[src/hw/rtl/gcfs_pkg.sv]
// Gauge channel filter/scaler package: field widths, channel codes, scale constants
// and the status struct of the serial divider.
// No dependencies.
package gcfs_pkg;

  localparam int NUM_CH         = 4;
  localparam int CH_W           = 2;
  localparam int SAMPLE_W       = 10;
  localparam int LIMIT_W        = 8;
  localparam int READING_W      = 15;
  localparam int PROD_W         = 24;
  localparam int QUO_W          = 14;
  localparam int FULL_SCALE     = 1023;
  localparam int MED_N          = 3;
  localparam int AVG_WINDOW_DEF = 8;
  localparam int K_PCT          = 100;
  localparam int K_COOL         = 170;
  localparam int K_MV           = 16000;
  localparam int COOL_OFFSET    = 40;

  localparam logic [LIMIT_W-1:0] LIMIT_RST = 8'd10;

  typedef enum logic [CH_W-1:0] {
    CH_FUEL    = 2'd0,
    CH_COOLANT = 2'd1,
    CH_BATTERY = 2'd2,
    CH_OIL     = 2'd3
  } chan_t;

  typedef struct packed {
    logic busy;
    logic done;
  } div_status_t;

endpackage

[src/hw/rtl/gcfs_ram.sv]
// Generic single-write, single-read RAM with registered read data.
// No dependencies.
module gcfs_ram #(
  parameter int WIDTH = 10,
  parameter int DEPTH = 32
) (
  input  logic                     clk,
  input  logic                     wr_en,
  input  logic [$clog2(DEPTH)-1:0] wr_addr,
  input  logic [WIDTH-1:0]         wr_data,
  input  logic [$clog2(DEPTH)-1:0] rd_addr,
  output logic [WIDTH-1:0]         rd_data
);

  logic [WIDTH-1:0] mem [DEPTH];
  logic [WIDTH-1:0] rd_data_r;

  always_ff @(posedge clk) begin
    if (wr_en) begin
      mem[wr_addr] <= wr_data;
    end
    rd_data_r <= mem[rd_addr];
  end

  assign rd_data = rd_data_r;

endmodule

[src/hw/rtl/gcfs_div.sv]
// Restoring serial divider, one quotient bit per cycle.
// Depends on gcfs_pkg for the status struct.
module gcfs_div import gcfs_pkg::*; #(
  parameter int DIVIDEND_W = 14,
  parameter int DIVISOR_W  = 4
) (
  input  logic                  clk,
  input  logic                  rst_n,
  input  logic                  start,
  input  logic [DIVIDEND_W-1:0] dividend,
  input  logic [DIVISOR_W-1:0]  divisor,
  output logic [DIVIDEND_W-1:0] quotient,
  output div_status_t           status
);

  localparam int CNT_W = $clog2(DIVIDEND_W + 1);

  logic [DIVIDEND_W-1:0] quo_r;
  logic [DIVISOR_W-1:0]  rem_r;
  logic [DIVISOR_W-1:0]  dsr_r;
  logic [CNT_W-1:0]      cnt_r;
  logic                  done_r;
  logic [DIVISOR_W:0]    rem_sh;
  logic [DIVISOR_W:0]    rem_diff;
  logic                  ge;
  logic [DIVISOR_W-1:0]  rem_nxt;

  always_comb begin
    rem_sh   = {rem_r, quo_r[DIVIDEND_W-1]};
    rem_diff = rem_sh - {1'b0, dsr_r};
    ge       = rem_sh >= {1'b0, dsr_r};
    rem_nxt  = ge ? rem_diff[DIVISOR_W-1:0] : rem_sh[DIVISOR_W-1:0];
  end

  always_ff @(posedge clk) begin
    if (!rst_n) begin
      cnt_r  <= '0;
      done_r <= 1'b0;
    end else begin
      done_r <= 1'b0;
      if (start) begin
        quo_r <= dividend;
        rem_r <= '0;
        dsr_r <= divisor;
        cnt_r <= CNT_W'(DIVIDEND_W);
      end else if (cnt_r != '0) begin
        quo_r  <= {quo_r[DIVIDEND_W-2:0], ge};
        rem_r  <= rem_nxt;
        cnt_r  <= cnt_r - 1'b1;
        done_r <= (cnt_r == CNT_W'(1));
      end
    end
  end

  assign quotient    = quo_r;
  assign status.busy = (cnt_r != '0);
  assign status.done = done_r;

endmodule

[src/hw/rtl/gauge_channel_filter_scaler_unit.sv]
// Sequence: averaging channels pass S_WRITE, S_SUM (summing the window, n = samples in it, into
//   SUM_W bits, 13 at a window of 8), S_DIVGO, S_DIVW, S_MUL, S_SC1, S_SC2; median channels
//   pass S_MRD0, S_MRD1, S_MWR2, S_MWR1, S_MWR0, S_MUL, S_SC1, S_SC2. One request at a time, the
//   next taken the cycle after the result is loaded; S_SC2 holds while the output is stalled.
// Reset (synchronous, rst_n low): counters, positions and bad-run counts clear, all channels
//   valid, limit 10. The sample RAM is not cleared; only written entries are used.
module gauge_channel_filter_scaler_unit import gcfs_pkg::*; #(
  parameter int AVG_WINDOW = AVG_WINDOW_DEF
) (
  input  logic                        clk,
  input  logic                        rst_n,
  input  logic                        in_valid,
  output logic                        in_stall,
  input  logic [CH_W-1:0]             in_channel,
  input  logic [SAMPLE_W-1:0]         in_raw_sample,
  output logic                        out_valid,
  input  logic                        out_stall,
  output logic [CH_W-1:0]             out_channel_out,
  output logic [SAMPLE_W-1:0]         out_filtered_value,
  output logic                        out_channel_valid,
  output logic signed [READING_W-1:0] out_reading,
  input  logic                        cfg_valid,
  output logic                        cfg_ready,
  input  logic [LIMIT_W-1:0]          cfg_invalid_limit
);

  localparam int SLOT_W = $clog2(AVG_WINDOW);
  localparam int CNT_W  = $clog2(AVG_WINDOW + 1);
  localparam int SUM_W  = $clog2(AVG_WINDOW * FULL_SCALE + 1);
  localparam int ADDR_W = CH_W + SLOT_W;

  typedef enum logic [3:0] {
    S_IDLE, S_WRITE, S_SUM, S_DIVGO, S_DIVW,
    S_MRD0, S_MRD1, S_MWR2, S_MWR1, S_MWR0,
    S_MUL, S_SC1, S_SC2
  } state_t;

  state_t               state_r, state_nxt;
  logic [LIMIT_W-1:0]   limit_r;
  logic [SLOT_W-1:0]    pos_r     [NUM_CH];
  logic [CNT_W-1:0]     seen_r    [NUM_CH];
  logic [LIMIT_W-1:0]   bad_cnt_r [NUM_CH];
  logic [NUM_CH-1:0]    valid_r;
  logic [CH_W-1:0]      ch_r;
  logic [SAMPLE_W-1:0]  raw_r;
  logic [CNT_W-1:0]     n_r;
  logic [CNT_W-1:0]     k_r;
  logic [SUM_W-1:0]     sum_r;
  logic [SAMPLE_W-1:0]  m0_r, m1_r;
  logic [SAMPLE_W-1:0]  filt_r;
  logic [PROD_W-1:0]    prod_r;
  logic [QUO_W-1:0]     a_r;
  logic [QUO_W:0]       s1_r;
  logic                 out_valid_r;
  logic [CH_W-1:0]      out_ch_r;
  logic [SAMPLE_W-1:0]  out_filt_r;
  logic                 out_cv_r;
  logic [READING_W-1:0] out_rd_r;

  logic                 ram_we;
  logic [ADDR_W-1:0]    ram_waddr, ram_raddr;
  logic [SAMPLE_W-1:0]  ram_wdata, ram_rdata;
  logic [SUM_W-1:0]     div_quo;
  div_status_t          div_st;
  logic                 out_free;
  logic                 in_bad;
  logic [CNT_W-1:0]     seen_inc;
  logic [SAMPLE_W-1:0]  med_val;
  logic [PROD_W-1:0]    k_sel;
  logic [10:0]          s2;
  logic [QUO_W-1:0]     q;
  logic [READING_W-1:0] rd_val;

  function automatic logic [SAMPLE_W-1:0] mid3(input logic [SAMPLE_W-1:0] a,
                                              input logic [SAMPLE_W-1:0] b,
                                              input logic [SAMPLE_W-1:0] c);
    logic [SAMPLE_W-1:0] lo, hi;
    lo = (a > b) ? b : a;
    hi = (a > b) ? a : b;
    if (hi > c) hi = c;
    if (lo > hi) hi = lo;
    return hi;
  endfunction

  gcfs_ram #(
    .WIDTH (SAMPLE_W),
    .DEPTH (NUM_CH << SLOT_W)
  ) u_ram (
    .clk     (clk),
    .wr_en   (ram_we),
    .wr_addr (ram_waddr),
    .wr_data (ram_wdata),
    .rd_addr (ram_raddr),
    .rd_data (ram_rdata)
  );

  gcfs_div #(
    .DIVIDEND_W (SUM_W),
    .DIVISOR_W  (CNT_W)
  ) u_div (
    .clk      (clk),
    .rst_n    (rst_n),
    .start    (state_r == S_DIVGO),
    .dividend (sum_r),
    .divisor  (n_r),
    .quotient (div_quo),
    .status   (div_st)
  );

  assign in_stall  = (state_r != S_IDLE);
  assign cfg_ready = 1'b1;
  assign out_free  = !out_valid_r || !out_stall;
  assign in_bad    = (in_raw_sample == '0) || (in_raw_sample == SAMPLE_W'(FULL_SCALE));
  assign seen_inc  = (seen_r[ch_r] < CNT_W'(AVG_WINDOW)) ? seen_r[ch_r] + 1'b1 : seen_r[ch_r];
  assign med_val   = mid3(raw_r, m0_r, m1_r);

  always_comb begin
    ram_we    = 1'b0;
    ram_waddr = {ch_r, pos_r[ch_r]};
    ram_wdata = raw_r;
    ram_raddr = {ch_r, k_r[SLOT_W-1:0]};
    unique case (state_r)
      S_WRITE: ram_we = 1'b1;
      S_MRD0:  ram_raddr = {ch_r, SLOT_W'(0)};
      S_MRD1:  ram_raddr = {ch_r, SLOT_W'(1)};
      S_MWR2: begin
        ram_we    = 1'b1;
        ram_waddr = {ch_r, SLOT_W'(2)};
        ram_wdata = ram_rdata;
      end
      S_MWR1: begin
        ram_we    = 1'b1;
        ram_waddr = {ch_r, SLOT_W'(1)};
        ram_wdata = m0_r;
      end
      S_MWR0: begin
        ram_we    = 1'b1;
        ram_waddr = {ch_r, SLOT_W'(0)};
      end
      default: ;
    endcase
  end

  always_comb begin
    unique case (chan_t'(ch_r))
      CH_COOLANT: k_sel = PROD_W'(K_COOL);
      CH_BATTERY: k_sel = PROD_W'(K_MV);
      default:    k_sel = PROD_W'(K_PCT);
    endcase
  end

  // divide by 1023 as a + (a + b) / 1023 with x = 1024a + b
  always_comb begin
    s2 = {6'b0, s1_r[QUO_W:10]} + {1'b0, s1_r[9:0]};
    q  = a_r + QUO_W'(s1_r[QUO_W:10]) + QUO_W'(s2 >= 11'(FULL_SCALE));
    unique case (chan_t'(ch_r))
      CH_COOLANT: rd_val = READING_W'(q) - READING_W'(COOL_OFFSET);
      CH_BATTERY: rd_val = (q > QUO_W'(K_MV)) ? READING_W'(K_MV) : READING_W'(q);
      default:    rd_val = (q > QUO_W'(K_PCT)) ? READING_W'(K_PCT) : READING_W'(q);
    endcase
    if (!valid_r[ch_r]) rd_val = '0;
  end

  always_comb begin
    state_nxt = state_r;
    unique case (state_r)
      S_IDLE: begin
        if (in_valid) begin
          state_nxt = (in_channel[1] == 1'b0) ? S_WRITE : S_MRD0;
        end
      end
      S_WRITE: state_nxt = S_SUM;
      S_SUM:   if (k_r == n_r) state_nxt = S_DIVGO;
      S_DIVGO: state_nxt = S_DIVW;
      S_DIVW:  if (div_st.done) state_nxt = S_MUL;
      S_MRD0:  state_nxt = S_MRD1;
      S_MRD1:  state_nxt = S_MWR2;
      S_MWR2:  state_nxt = S_MWR1;
      S_MWR1:  state_nxt = S_MWR0;
      S_MWR0:  state_nxt = S_MUL;
      S_MUL:   state_nxt = S_SC1;
      S_SC1:   state_nxt = S_SC2;
      S_SC2:   if (out_free) state_nxt = S_IDLE;
      default: state_nxt = S_IDLE;
    endcase
  end

  always_ff @(posedge clk) begin
    if (!rst_n) begin
      state_r     <= S_IDLE;
      limit_r     <= LIMIT_RST;
      valid_r     <= '1;
      out_valid_r <= 1'b0;
      for (int i = 0; i < NUM_CH; i++) begin
        pos_r[i]     <= '0;
        seen_r[i]    <= '0;
        bad_cnt_r[i] <= '0;
      end
    end else begin
      state_r <= state_nxt;
      if (cfg_valid && cfg_ready) begin
        limit_r <= cfg_invalid_limit;
      end
      if (state_r == S_SC2 && out_free) begin
        out_valid_r <= 1'b1;
      end else if (out_valid_r && !out_stall) begin
        out_valid_r <= 1'b0;
      end
      unique case (state_r)
        S_IDLE: begin
          if (in_valid) begin
            ch_r  <= in_channel;
            raw_r <= in_raw_sample;
            if (in_bad) begin
              if (bad_cnt_r[in_channel] < limit_r) begin
                bad_cnt_r[in_channel] <= bad_cnt_r[in_channel] + 1'b1;
              end else begin
                valid_r[in_channel] <= 1'b0;
              end
            end else begin
              bad_cnt_r[in_channel] <= '0;
              valid_r[in_channel]   <= 1'b1;
            end
          end
        end
        S_WRITE: begin
          pos_r[ch_r]  <= (pos_r[ch_r] == SLOT_W'(AVG_WINDOW - 1)) ? '0 : pos_r[ch_r] + 1'b1;
          seen_r[ch_r] <= seen_inc;
          n_r          <= seen_inc;
          k_r          <= '0;
          sum_r        <= '0;
        end
        S_SUM: begin
          if (k_r != '0) begin
            sum_r <= sum_r + SUM_W'(ram_rdata);
          end
          if (k_r != n_r) begin
            k_r <= k_r + 1'b1;
          end
        end
        S_DIVW: begin
          if (div_st.done) begin
            filt_r <= div_quo[SAMPLE_W-1:0];
          end
        end
        S_MRD1: m0_r <= ram_rdata;
        S_MWR2: m1_r <= ram_rdata;
        S_MWR0: begin
          if (seen_r[ch_r] < CNT_W'(MED_N)) begin
            seen_r[ch_r] <= seen_r[ch_r] + 1'b1;
            filt_r       <= raw_r;
          end else begin
            filt_r <= med_val;
          end
        end
        S_MUL: prod_r <= PROD_W'(filt_r) * k_sel;
        S_SC1: begin
          a_r  <= prod_r[PROD_W-1:10];
          s1_r <= {1'b0, prod_r[PROD_W-1:10]} + (QUO_W+1)'(prod_r[9:0]);
        end
        S_SC2: begin
          if (out_free) begin
            out_ch_r    <= ch_r;
            out_filt_r  <= filt_r;
            out_cv_r    <= valid_r[ch_r];
            out_rd_r    <= rd_val;
          end
        end
        default: ;
      endcase
    end
  end

  assign out_valid          = out_valid_r;
  assign out_channel_out    = out_ch_r;
  assign out_filtered_value = out_filt_r;
  assign out_channel_valid  = out_cv_r;
  assign out_reading        = out_rd_r;

  a_idle_div_quiet: assert property (@(posedge clk) disable iff (!rst_n)
    (state_r == S_IDLE) |-> !div_st.busy)
    else $error("divider busy while idle");

  a_invalid_zero: assert property (@(posedge clk) disable iff (!rst_n)
    (out_valid && !out_channel_valid) |-> (out_reading == '0))
    else $error("reading not zero on invalid channel");

  a_accept_leaves_idle: assert property (@(posedge clk) disable iff (!rst_n)
    (in_valid && !in_stall) |=> (state_r != S_IDLE))
    else $error("request accepted but sequencer stayed idle");

  a_seen_bound: assert property (@(posedge clk) disable iff (!rst_n)
    (state_r == S_SUM) |-> (n_r != '0 && n_r <= CNT_W'(AVG_WINDOW) && k_r <= n_r))
    else $error("window count out of range");

  a_no_overwrite: assert property (@(posedge clk) disable iff (!rst_n)
    (state_r == S_SC2 && out_valid && out_stall) |=> (state_r == S_SC2))
    else $error("result dropped while output held");

endmodule

[config.mk]
export PLATFORM = sky130hd
export DESIGN_NAME = gauge_channel_filter_scaler_unit
export DESIGN_NICKNAME = d
export VERILOG_FILES = /design/src/hw/rtl/gcfs_pkg.sv /design/src/hw/rtl/gcfs_ram.sv /design/src/hw/rtl/gcfs_div.sv /design/src/hw/rtl/gauge_channel_filter_scaler_unit.sv
export SDC_FILE = /design/constraint.sdc
export NUM_CORES = 1
export LEC_CHECK = 0
export ABC_AREA = 1
export BUFFER_PORTS_ARGS = -buffer_cell sky130_fd_sc_hd__buf_2
export CORE_MARGIN = 2
export CORE_UTILIZATION = 50
export DETAILED_ROUTE_END_ITERATION = 10
export PLACE_DENSITY_LB_ADDON = 0.12
export SLEW_MARGIN = 20
export SYNTH_ARGS = -nofsm -noshare
export SYNTH_HDL_FRONTEND = slang
export SYNTH_SLANG_ARGS = --single-unit
[constraint.sdc]
create_clock -name clk -period 18.5 [get_ports clk]
set_clock_uncertainty 0.15 [all_clocks]
set_input_delay 2.775 -clock clk [delete_from_list [all_inputs] [get_ports clk]]
set_output_delay 2.775 -clock clk [all_outputs]
set_load 0.02 [all_outputs]
Word level (Yosys, flattened, before mapping)

Memory sizes are Yosys's and may differ from the RTL's. A register that Yosys moved wholly into a read port is not among the register bits.
Cells that the tools add are included.
Widths: inputs -> output; s select.

Add/subtract/negate cells: 12
Multipliers: 1
Magnitude comparators: 13
Equality and inequality tests: 26
Muxes and demuxes: 75
Bitwise logic cells: 7
Reduce and logical (&&, ||, !) cells: 36

Operators with widths:

| kind                  | count |
|---|---|
| $mux 10               | 6 |
| $mux 4                | 14 |
| $pmux 4 s13           | 1 |
| $pmux 10 s2           | 2 |
| $mux 13               | 3 |
| $gt 10x10->1          | 3 |
| $pmux 15 s2           | 1 |
| $mux 1                | 29 |
| $mux 14               | 2 |
| $pmux 14 s2           | 1 |
| $pmux 13 s2           | 1 |
| $mul 10x24->24        | 1 |
| $eq 4x4->1 const B    | 5 |
| $reduce_and 3->1      | 6 |
| $eq 4x3->1 const B    | 4 |
| $mux 8                | 2 |
| $add 14x10->15        | 1 |
| $sub 14x6->15 const B | 1 |
| $add 14x1->14         | 1 |
| $add 14x5->14         | 1 |
| $gt 14x14->1 const B  | 1 |
| $gt 14x7->1 const B   | 1 |
| $reduce_and 2->1      | 7 |
| $add 13x10->13        | 1 |
| 47 further kinds      | 75 |

Flip-flop bits (word level): 187
Bits in writable memories: 380
Input bits: 25
Output and inout port bits: 31
Logic and storage cells: 199
Memories kept: 4

Memory list:

| memory    | depth | width | read ports | clocked after memory_dff | wr ports | RTL line                               | source |
|---|---|---|---|---|---|---|---|
| u_ram.mem | 32    | 10    | 1          | 1                        | 1        | gcfs_ram.sv:15                         | `logic [WIDTH-1:0] mem [DEPTH];` |
| bad_cnt_r | 4     | 8     | 1          | 0                        | 4        | gauge_channel_filter_scaler_unit.sv:42 | `logic [LIMIT_W-1:0] bad_cnt_r [NUM_CH];` |
| seen_r    | 4     | 4     | 1          | 1                        | 4        | gauge_channel_filter_scaler_unit.sv:41 | `logic [CNT_W-1:0] seen_r [NUM_CH];` |
| pos_r     | 4     | 3     | 1          | 1                        | 4        | gauge_channel_filter_scaler_unit.sv:40 | `logic [SLOT_W-1:0] pos_r [NUM_CH];` |

Longest topological paths before layout

Gate-level depths: netlist (run 1).
An unclocked memory read counts as a cell.

Depth in word-level cells: 11
Gate-level depth with buffers: 33
Depth with buffers taken out: 31

Modules after synthesis

From an unflattened synthesis (run 1), not the netlist that was laid out.

Cells, all modules: 3120
Area, all modules: 30777.0 um^2

Modules (own cells, without submodules):

| module                           | times used | cells each | area each (um^2) | sequential area each (um^2) |
|---|---|---|---|---|
| gauge_channel_filter_scaler_unit | 1          | 1846       | 16141.7          | 6446.2 |
| gcfs_ram                         | 1          | 1140       | 13330.3          | 9809.4 |
| gcfs_div                         | 1          | 134        | 1305.0           | 730.7 |

Least setup slack after synthesis (run 1)

No wires, ideal clock.

Path kind: flip-flop to flip-flop
Start: register ch_r[0]
End: register prod_r[19] (data pin)
Setup time: 259 ps
Arrival time: 6219 ps
Data required time: 18091 ps
Path slack: 11872 ps
Cell stages (with the launch flop): 23
Buffers on the path: 5
Period minus slack after synthesis: 6628 ps
Path through: edfxtp_1 -> clkbuf_1 -> inv_1 -> clkbuf_1 -> clkbuf_1 -> ha_1 -> clkbuf_1 -> clkbuf_1 -> nor2_1 -> fa_1 -> inv_1 -> fa_1 -> fa_1 -> inv_1 -> fa_1 -> fa_1 -> ha_1 -> nand2_1 -> nor4_1 -> a21oi_1 -> o21ai_0 -> a21oi_1 -> xnor2_1

Word-level cells in the longest chain between the ends: 3
Elaborated cells on any way between the ends: 4
Classes of those cells: mul (1); eq/ne (2); mux (1)

Ends and longest elaborated chain:

| element                                         | RTL line                                | source |
|---|---|---|
| start: declaration                              | gauge_channel_filter_scaler_unit.sv:44  | `logic [CH_W-1:0] ch_r;` |
| start signal: assignment                        | gauge_channel_filter_scaler_unit.sv:212 | `ch_r <= in_channel;` |
| $eq 2x2->1 / $eq 2x1->1 (equally long branches) | gauge_channel_filter_scaler_unit.sv:145 | `unique case (chan_t'(ch_r))` |
| $pmux 14 s2 (*)                                 | gauge_channel_filter_scaler_unit.sv:145 |  |
| $mul 10x24->24 (*)                              | gauge_channel_filter_scaler_unit.sv:256 | `S_MUL: prod_r <= PROD_W'(filt_r) * k_sel;` |
| end signal: assignment                          | gauge_channel_filter_scaler_unit.sv:256 |  |
| end: declaration                                | gauge_channel_filter_scaler_unit.sv:51  | `logic [PROD_W-1:0] prod_r;` |

Mark *: on every way between the ends. The rest lies on a longest branch, timed or not.
A chain may end at the register's enable or synchronous reset.

Worst setup path in the final report (run 1)

Start: register ch_r[1]
End: register prod_r[19] (data pin)

Same word-level chain as after synthesis.

==> results of run 1 <==
## how the worst max path moves through the flow
stage                        from  cells past startpoint          to  slack (ps)
after floorplan           ch_r[0]                     22  prod_r[19]       11870
after global placement    ch_r[1]                     19  prod_r[17]       11850
after detailed placement  ch_r[1]                     18  prod_r[19]       11660
after CTS                 ch_r[1]                     18  prod_r[19]       11600
after global routing      ch_r[1]                     18  prod_r[19]       11250
final                     ch_r[1]                     18  prod_r[19]       11590
## worst max-delay path, cell delays in order (launching register included)
cell and delay [ps]:
edfxtp_1 320, buf_4 320, inv_1 200, ha_1 970
nor2_1 200, fa_1 570, inv_1 50, fa_1 510
fa_1 550, inv_1 60, fa_1 560, fa_1 430
ha_1 360, nand2_1 110, nor4_1 410, a21oi_1 160
o21ai_0 370, a21oi_1 140, xnor2_1 140
## power by group through the flow
stage               clock network, uW  registers [uW]  logic [uW]
floorplan                           0            1700        1200
global placement                    0            1740        1600
detailed placement                  0            1740        1640
CTS                              1190            1710        1650
global route                     1240            1720        1860
finish                           1170            1710        1650
## layer usage
layer	part of all wire	wire length [um]	GRT usage	vias up
li1	-	-	-	10000
met1	0.43	32500	0.318	10100
met2	0.49	37000	0.418	557
met3	0.050	3810	0.0295	146
met4	0.033	2470	0.0857	0
met5	0	0	0	-
## logic make-up after synthesis
group,after synthesis,share of synthesized area
fa+ha+maj,226,0.110
buf+inv,443,0.0574
simple gates,1016,0.149
other cells,2,0.000247
flops,577,0.559
compound gates,550,0.110
xor+xnor,48,0.0138
## layout make-up
cell class                      count  share of cell area
Inverter                          345              0.0389
Multi-Input combinational cell   1844               0.353
Clock buffer                       75              0.0485
Clock inverter                     33             0.00805
Timing Repair Buffer               77              0.0141
Tap cell                          782              0.0293
Sequential cell                   577               0.508
## flip-flops by register name, summed over array words and instances (netlist names), 13 cells and up, named ones only
register / count
bad_cnt_r: 32
u_ram.mem: 320
seen_r: 16
sum_r: 13
prod_r: 23
s1_r: 14
u_div.quotient: 13
out_reading: 15
a_r: 14
## stage by stage
step	power, uW	cells	util	setup slack, ps
4_1_cts	4550	3731	0.554	11600
3_5_place_dp	3380	3623	0.522	11660
6_report	4530	3733	0.555	11590
2_1_floorplan	2900	2864	-	11870
3_3_place_gp	3340	3623	0.522	11850
5_1_grt	4820	3733	0.555	11250
## layout by cell type (no fill, tap or decap), types with 13 or more instances in the layout
| cell | n |
|---|---|
| a21oi_1 | 117 |
| buf_2 | 54 |
| buf_4 | 21 |
| clkbuf_16 | 62 |
| clkinv_1 | 17 |
| clkinv_2 | 13 |
| dfxtp_1 | 34 |
| edfxtp_1 | 543 |
| fa_1 | 68 |
| ha_1 | 158 |
| inv_1 | 322 |
| inv_2 | 17 |
| nand2_1 | 406 |
| nand2_2 | 15 |
| nand3_1 | 143 |
| nand4_1 | 18 |
| nor2_1 | 288 |
| nor2_2 | 14 |
| nor3_1 | 17 |
| o211ai_1 | 168 |
| o21a_1 | 13 |
| o21ai_0 | 193 |
| or2_0 | 20 |
| or2_1 | 60 |
| xnor2_1 | 16 |
| xor2_1 | 32 |
==> impl_metrics.json, run 1 <==
{
  "cp_data_arrival_time_ps": 7120,
  "critPathLaunchType": "flop",
  "rows": 90,
  "reg2reg_to": "prod_r[19]",
  "synth_cell_type_count": 59,
  "post-route-drc-count": 0,
  "leakagePower_uw": 0.0132,
  "dp_hpwl_um": 51300,
  "relSlewSlack": 0.261,
  "reg2reg_slack_ps": 11590,
  "syn_area_sq_mm": 0.0304,
  "grt_use_total": 0.243,
  "dieHeight_um": 250,
  "crit_fanout": 31,
  "numPortBuffers": 54,
  "path_class": "reg2reg",
  "ctsHtreeMaxLevel": 2,
  "drive_gt1_frac": 0.0823,
  "synth_seq_cells": 577,
  "drv_slew": 0,
  "antenna_cells": 0,
  "outcome": "finished clean",
  "required_ps": 18710,
  "cts_setup_buffers": 0,
  "drtIter0Drc": 1958,
  "synth_area_per_cell_sq_um": 10.6,
  "tritoncts": "built",
  "maxCapViolations": 0,
  "crit_path_end_kind": "flop",
  "num_vias": 20800,
  "via_per_inst": 5.58,
  "antenna_found_initial": 0,
  "pwr-share-comb": 0.364,
  "yosysTopAreaCell": "edfxtp_1",
  "area_growth_pct": 10.0,
  "min_period_over_period": 0.374,
  "final-setup-viol-count": 0,
  "ff2ff_path_depth": 18,
  "multi_input_area_sq_mm": 0.0118,
  "max_freq_mhz": 145,
  "rsz0062_at_grt": "false",
  "grt-ovfl-total": 0,
  "place_area_sq_mm": 0.0315,
  "synth-edff-count": 543,
  "ios": 56,
  "clockPowerShare": 0.259,
  "cts_root_buf": "clkbuf_16",
  "die_w_um": 250,
  "coreArea_sq_mm": 0.0602,
  "die_area_sq_mm": 0.0627,
  "ctsResizeCount": 0,
  "worstHoldPathType": "reg2reg",
  "yosysTopAreaCellShare": 0.537,
  "numCtsBuffers": 61,
  "clock_latency_ps": 660,
  "clockBufferDepth": 3,
  "switching_share": 0.377,
  "final_area_sq_mm": 0.0334,
  "initial_utilization": 0.504,
  "grt_pass1_vias": 20900,
  "nets": 3157,
  "p_int_uw": 2830,
  "synth_common_cells": "edfxtp_1 (543), nand2_1 (406), inv_1 (323)",
  "synth_cells": 2862,
  "yosysSeqAreaShare": 0.559,
  "ys.flop_type": "edfxtp_1",
  "grt_max_degree": 95,
  "netlist_top_cells_area": "edfxtp_1 (54%), ha_1 (6.5%), nand2_1 (5.0%)",
  "p_sw_uw": 1710,
  "ctsHoldBuffers": 0,
  "clkSinkCount": 577,
  "synthArstFlopShare": 0,
  "yosysWarnings": 0,
  "yosysMostFrequentCell": "edfxtp_1",
  "grt_pass1_wl_um": 117000,
  "clk_pin_slew_ps": 60,
  "routed_wl_um": 75800,
  "antenna_left": 0,
  "seqCellArea_sq_mm": 0.0170,
  "drt_pass1_iterations": 5,
  "p_seq_frac": 0.378,
  "min_path_cells": 2,
  "period_needed_ps": 6910,
  "setup_tns_ps": 0,
  "tightest_slew_ps": 1110,
  "holdWs_ps": 324,
  "p_per_area_mw_per_mm2": 136,
  "r2r-start": "ch_r[1]",
  "wire_per_inst_um": 20.3,
  "ir_worst_vdd_mv": 0.0840,
  "fillers": 5146,
  "finalHoldViolCount": 0,
  "routabilityCongestion": 0.903
}
Power figures use the tool's default switching activity.
==> inputs of run 2 (changes only) <==
clock period = 6.7 ns   (was 18.5 ns; I/O delays follow)
==> impl_metrics.json, run 2 (synthesis results as in run 1) <==
{
  "outcome": "finished clean",
  "max_freq_mhz": 161,
  "mostFrequentLayoutCells": "edfxtp_1 (543), nand2_1 (406), inv_1 (323), nor2_1 (277), o21ai_0 (193)",
  "ctsHtreeMaxLevel": 2,
  "clockBufferDepth": 3,
  "dp.cells": 3627,
  "clockPowerShare": 0.260,
  "clock_latency_ps": 640,
  "antenna_cells": 0,
  "nets": 3157,
  "clkSinkCount": 577,
  "grt-ovfl-total": 0,
  "period_needed_ps": 6220,
  "dieHeight_um": 250,
  "largest_register": "u_ram.mem",
  "setup_tns_ps": 0,
  "drt_pass1_iterations": 7,
  "ios": 56,
  "relSlewSlack": 0.239,
  "reg2reg_slack_ps": 480,
  "pwr-share-comb": 0.365,
  "tightest_slew_ps": 1140,
  "largest_register_ffs": 320,
  "ir_worst_vdd_mv": 0.229,
  "rsz0062_at_grt": "false",
  "fillers": 5184,
  "die_area_sq_mm": 0.0627,
  "required_ps": 6900,
  "routabilityCongestion": 0.911,
  "grt_max_degree": 102,
  "critPathLaunchType": "flop",
  "switching_share": 0.376,
  "wire_per_inst_um": 20.3,
  "grt_use_total": 0.241,
  "clk_pin_slew_ps": 60,
  "fin_cells": 3736,
  "cp-endpoint": "prod_r[19]",
  "worstHoldPathType": "reg2reg",
  "fin_util": 0.555,
  "cts_root_buf": "clkbuf_16",
  "ff2ff_path_depth": 20,
  "grt_pass1_vias": 20600,
  "crit_path_end_kind": "flop",
  "largestRegisters": "u_ram.mem (320), bad_cnt_r (32), prod_r (23)",
  "drive_gt1_frac": 0.0867,
  "area_growth_pct": 10.1,
  "final-setup-viol-count": 0,
  "reg2reg_to": "prod_r[19]",
  "post-route-drc-count": 0,
  "p_per_area_mw_per_mm2": 376,
  "min_period_over_period": 0.929,
  "rows": 90,
  "tritoncts": "built",
  "numCtsBuffers": 59,
  "num_vias": 21100,
  "numPortBuffers": 54,
  "routed_wl_um": 75700,
  "path_class": "reg2reg",
  "antenna_found_initial": 0,
  "leakagePower_uw": 0.0132,
  "cp_data_arrival_time_ps": 6420,
  "r2r-start": "ch_r[1]",
  "ctsResizeCount": 0,
  "finalHoldViolCount": 0,
  "p_seq_frac": 0.375,
  "maxCapViolations": 0,
  "initial_utilization": 0.504,
  "p_int_uw": 7840,
  "via_per_inst": 5.64,
  "antenna_left": 0,
  "crit_fanout": 15,
  "layout_commonest_cell": "edfxtp_1",
  "drv_slew": 0,
  "dp_hpwl_um": 51800,
  "worst_setup_path_startpoint": "ch_r[1]",
  "p_sw_uw": 4730,
  "grt_pass1_wl_um": 117000,
  "drtIter0Drc": 1652,
  "die_w_um": 250,
  "coreArea_sq_mm": 0.0602,
  "cts_setup_buffers": 0,
  "ctsHoldBuffers": 0
}
## run 2: worst min path at each step
stage / from / to / cells past startpoint
6_report: prod_r[10] / a_r[0] / 0
5_1_grt: prod_r[10] / a_r[0] / 0
4_1_cts: prod_r[10] / a_r[0] / 0
3_5_place_dp: prod_r[10] / a_r[0] / 0
3_3_place_gp: prod_r[10] / a_r[0] / 0
2_1_floorplan: prod_r[10] / a_r[0] / 0
## run 2: power groups by stage
stage,combinational [uW],sequential (uW),clock (uW)
after floorplan,3300,4700,0
after global placement,4470,4780,0
after detailed placement,4560,4790,0
after CTS,4590,4710,3330
after global routing,5160,4740,3460
final,4590,4710,3270
## run 2: final cells by class
class / count / area [sq um] / share of cell area
Multi-Input combinational cell: 1844 / 11800 / 0.353
Sequential cell: 577 / 17000 / 0.508
Tap cell: 782 / 978 / 0.0293
Timing Repair Buffer: 79 / 458 / 0.0137
Inverter: 345 / 1300 / 0.0389
Clock inverter: 35 / 377 / 0.0113
Clock buffer: 74 / 1530 / 0.0458
## run 2: per-layer routing
layer | up-vias | track usage | part of all wire
met5 | - | 0 | 0
met4 | 0 | 0.0833 | 0.031
met3 | 130 | 0.0299 | 0.049
met2 | 604 | 0.401 | 0.48
met1 | 10300 | 0.330 | 0.44
li1 | 10000 | - | -
## run 2: worst max-delay path, cell delays in order (launching register included)
cell and delay (ps):
edfxtp_1 430, inv_1 290, ha_1 350, buf_4 220, nor2_1 220, inv_1 90
fa_1 400, inv_1 80, fa_1 400, inv_1 80, fa_1 430, fa_1 550
inv_1 50, fa_1 470, ha_1 380, nand2_1 130, nor4_1 410, a21oi_1 170
o21ai_0 370, a21oi_1 150, xnor2_1 140
## run 2: through the flow
stage	setup slack [ps]	total power (uW)	hold WS [ps]	instance area [sq um]
5_1_grt	141	13400	291	33400
2_1_floorplan	71.8	8000	250	30400
3_3_place_gp	709	9250	268	31500
3_5_place_dp	545	9350	272	31500
6_report	475	12600	279	33400
4_1_cts	524	12600	285	33400
==> inputs of run 3 (changes only) <==
REMOVE_ABC_BUFFERS = 1   (was default)
==> impl_metrics.json, run 3 (synthesis results as in run 1) <==
{
  "mostFrequentLayoutCells": "edfxtp_1 (543), nand2_1 (406), inv_1 (322), nor2_1 (288), o21ai_0 (193)",
  "r2r-start": "ch_r[0]",
  "nets": 3161,
  "wire_per_inst_um": 20.2,
  "cts_root_buf": "clkbuf_16",
  "die_w_um": 250,
  "cts_setup_buffers": 0,
  "critPathLaunchType": "flop",
  "drv_slew": 0,
  "p_sw_uw": 4770,
  "largest_register": "u_ram.mem",
  "numCtsBuffers": 61,
  "path_cells": "inv_1 -> ha_1 -> nand2_1 -> inv_1 -> fa_1 -> inv_1 -> fa_1 -> inv_1 -> fa_1 -> fa_1 -> fa_1 -> ha_1 -> nand2_1 -> nor2_1 -> nand2_1 -> o21ai_0 -> a21oi_1 -> nor2_1 -> nor2_1 -> xnor2_1",
  "dp.cells": 3627,
  "layout_commonest_cell": "edfxtp_1",
  "grt_pass1_wl_um": 117000,
  "crit_fanout": 10,
  "ctsResizeCount": 0,
  "grt_max_degree": 91,
  "p_per_area_mw_per_mm2": 383,
  "num_vias": 21000,
  "worstHoldPathType": "reg2reg",
  "critPathTopFamily": "adder cells",
  "antenna_found_initial": 0,
  "holdWs_ps": 269,
  "ctsHoldBuffers": 0,
  "leakagePower_uw": 0.0134,
  "largest_register_ffs": 320,
  "wl_met1_um": 33100,
  "antenna_left": 0,
  "routed_wl_um": 75600,
  "numPortBuffers": 54,
  "outcome": "finished clean",
  "final-setup-viol-count": 0,
  "relSlewSlack": 0.256,
  "finalHoldViolCount": 0,
  "cpPeakStageDelay_ps": 520,
  "path_class": "reg2reg",
  "clock_latency_ps": 650,
  "p_int_uw": 8110,
  "drive_gt1_frac": 0.0854,
  "drtIter0Drc": 1719,
  "via_per_inst": 5.62,
  "clk_pin_slew_ps": 60,
  "grt-ovfl-total": 0,
  "ctsHtreeMaxLevel": 2,
  "max_freq_mhz": 163,
  "setup_ws_ps": 556,
  "dp_hpwl_um": 51200,
  "fin_cells": 3743,
  "total_power_uw": 12900,
  "holdCritStartpoint": "prod_r[10]",
  "crit_top_cell": "fa_1",
  "critPathBufInv": 4,
  "critPathSlowestCell": "fa_1",
  "ir_worst_vdd_mv": 0.246,
  "clockBufferDepth": 3,
  "die_area_sq_mm": 0.0627,
  "coreArea_sq_mm": 0.0602,
  "grt_use_total": 0.240,
  "tritoncts": "built",
  "period_needed_ps": 6140,
  "min_period_over_period": 0.917,
  "place_ws_ps": 587,
  "ios": 56,
  "worst_setup_path_startpoint": "ch_r[0]",
  "largestRegisters": "u_ram.mem (320), bad_cnt_r (32), prod_r (23)",
  "crit_path_end_kind": "flop",
  "p_seq_frac": 0.366,
  "grt_pass1_vias": 20800,
  "drt_pass1_iterations": 5,
  "setup_tns_ps": 0,
  "routabilityCongestion": 0.872,
  "clkSinkCount": 577,
  "pwr-share-comb": 0.359,
  "rows": 90,
  "cp_data_arrival_time_ps": 6350,
  "initial_utilization": 0.504,
  "rsz0062_at_grt": "false",
  "required_ps": 6910,
  "clockPowerShare": 0.275,
  "post-route-drc-count": 0,
  "wl_met2_um": 36200,
  "dieHeight_um": 250,
  "area_growth_pct": 10.9,
  "maxCapViolations": 0,
  "antenna_cells": 0,
  "dr_wl_met3_um": 3900,
  "top_layer": "met4",
  "tightest_slew_ps": 1110,
  "switching_share": 0.371
}
==> run 3: cell types whose count changed in the layout (fill, tap and decap cells not counted), sizes merged <==
cell	before	now
bufinv	6	11
clkinv	25	28
inv	345	342
buf	79	81
==> run 3: layout make-up <==
type | count | area (sq um)
clock buffer | 74 | 1600
clock inverter | 40 | 508
fill | 5060 | 26600
inverter | 345 | 1300
multi-input combinational | 1844 | 11800
sequential | 577 | 17000
tap | 782 | 978
timing repair buffer | 81 | 513
==> run 3: worst paths after layout <==
check | to | slack [ps] | depth (start not counted)
worst min-delay path | a_r[0] | 270 | 0
worst min register to register | a_r[0] | 270 | 0
worst max-delay path | prod_r[20] | 560 | 20
worst max register to register | prod_r[20] | 560 | 20
==> run 3: metrics by stage <==
stage	utilization	area, sq um
after floorplan	-	29900
after global routing	0.559	33700
after CTS	0.558	33600
after global placement	0.523	31500
final	0.559	33700
after detailed placement	0.523	31500
==> run 3: power by group through the flow <==
stage          Combinational, uW  Sequential, uW  Clock (uW)
6_report                    4630            4710        3540
5_1_grt                     5190            4730        3750
4_1_cts                     4620            4710        3600
3_5_place_dp                4580            4790           0
3_3_place_gp                4530            4780           0
2_1_floorplan               3170            4710           0
==> run 3: metal layers <==
metal	up-vias	track usage
li1	10100	-
met1	10300	0.325
met2	570	0.403
met3	137	0.0320
met4	0	0.0785
met5	-	0
==> run 3: worst reg2reg max path, cell delays in order, from the launching register on <==
cell,delay [ps]
edfxtp_1,450
inv_1,190
ha_1,500
nand2_1,130
inv_1,160
fa_1,480
inv_1,140
fa_1,420
inv_1,80
fa_1,430
fa_1,520
fa_1,500
ha_1,370
nand2_1,100
nor2_1,150
nand2_1,70
o21ai_0,460
a21oi_1,230
nor2_1,150
nor2_1,60
xnor2_1,120
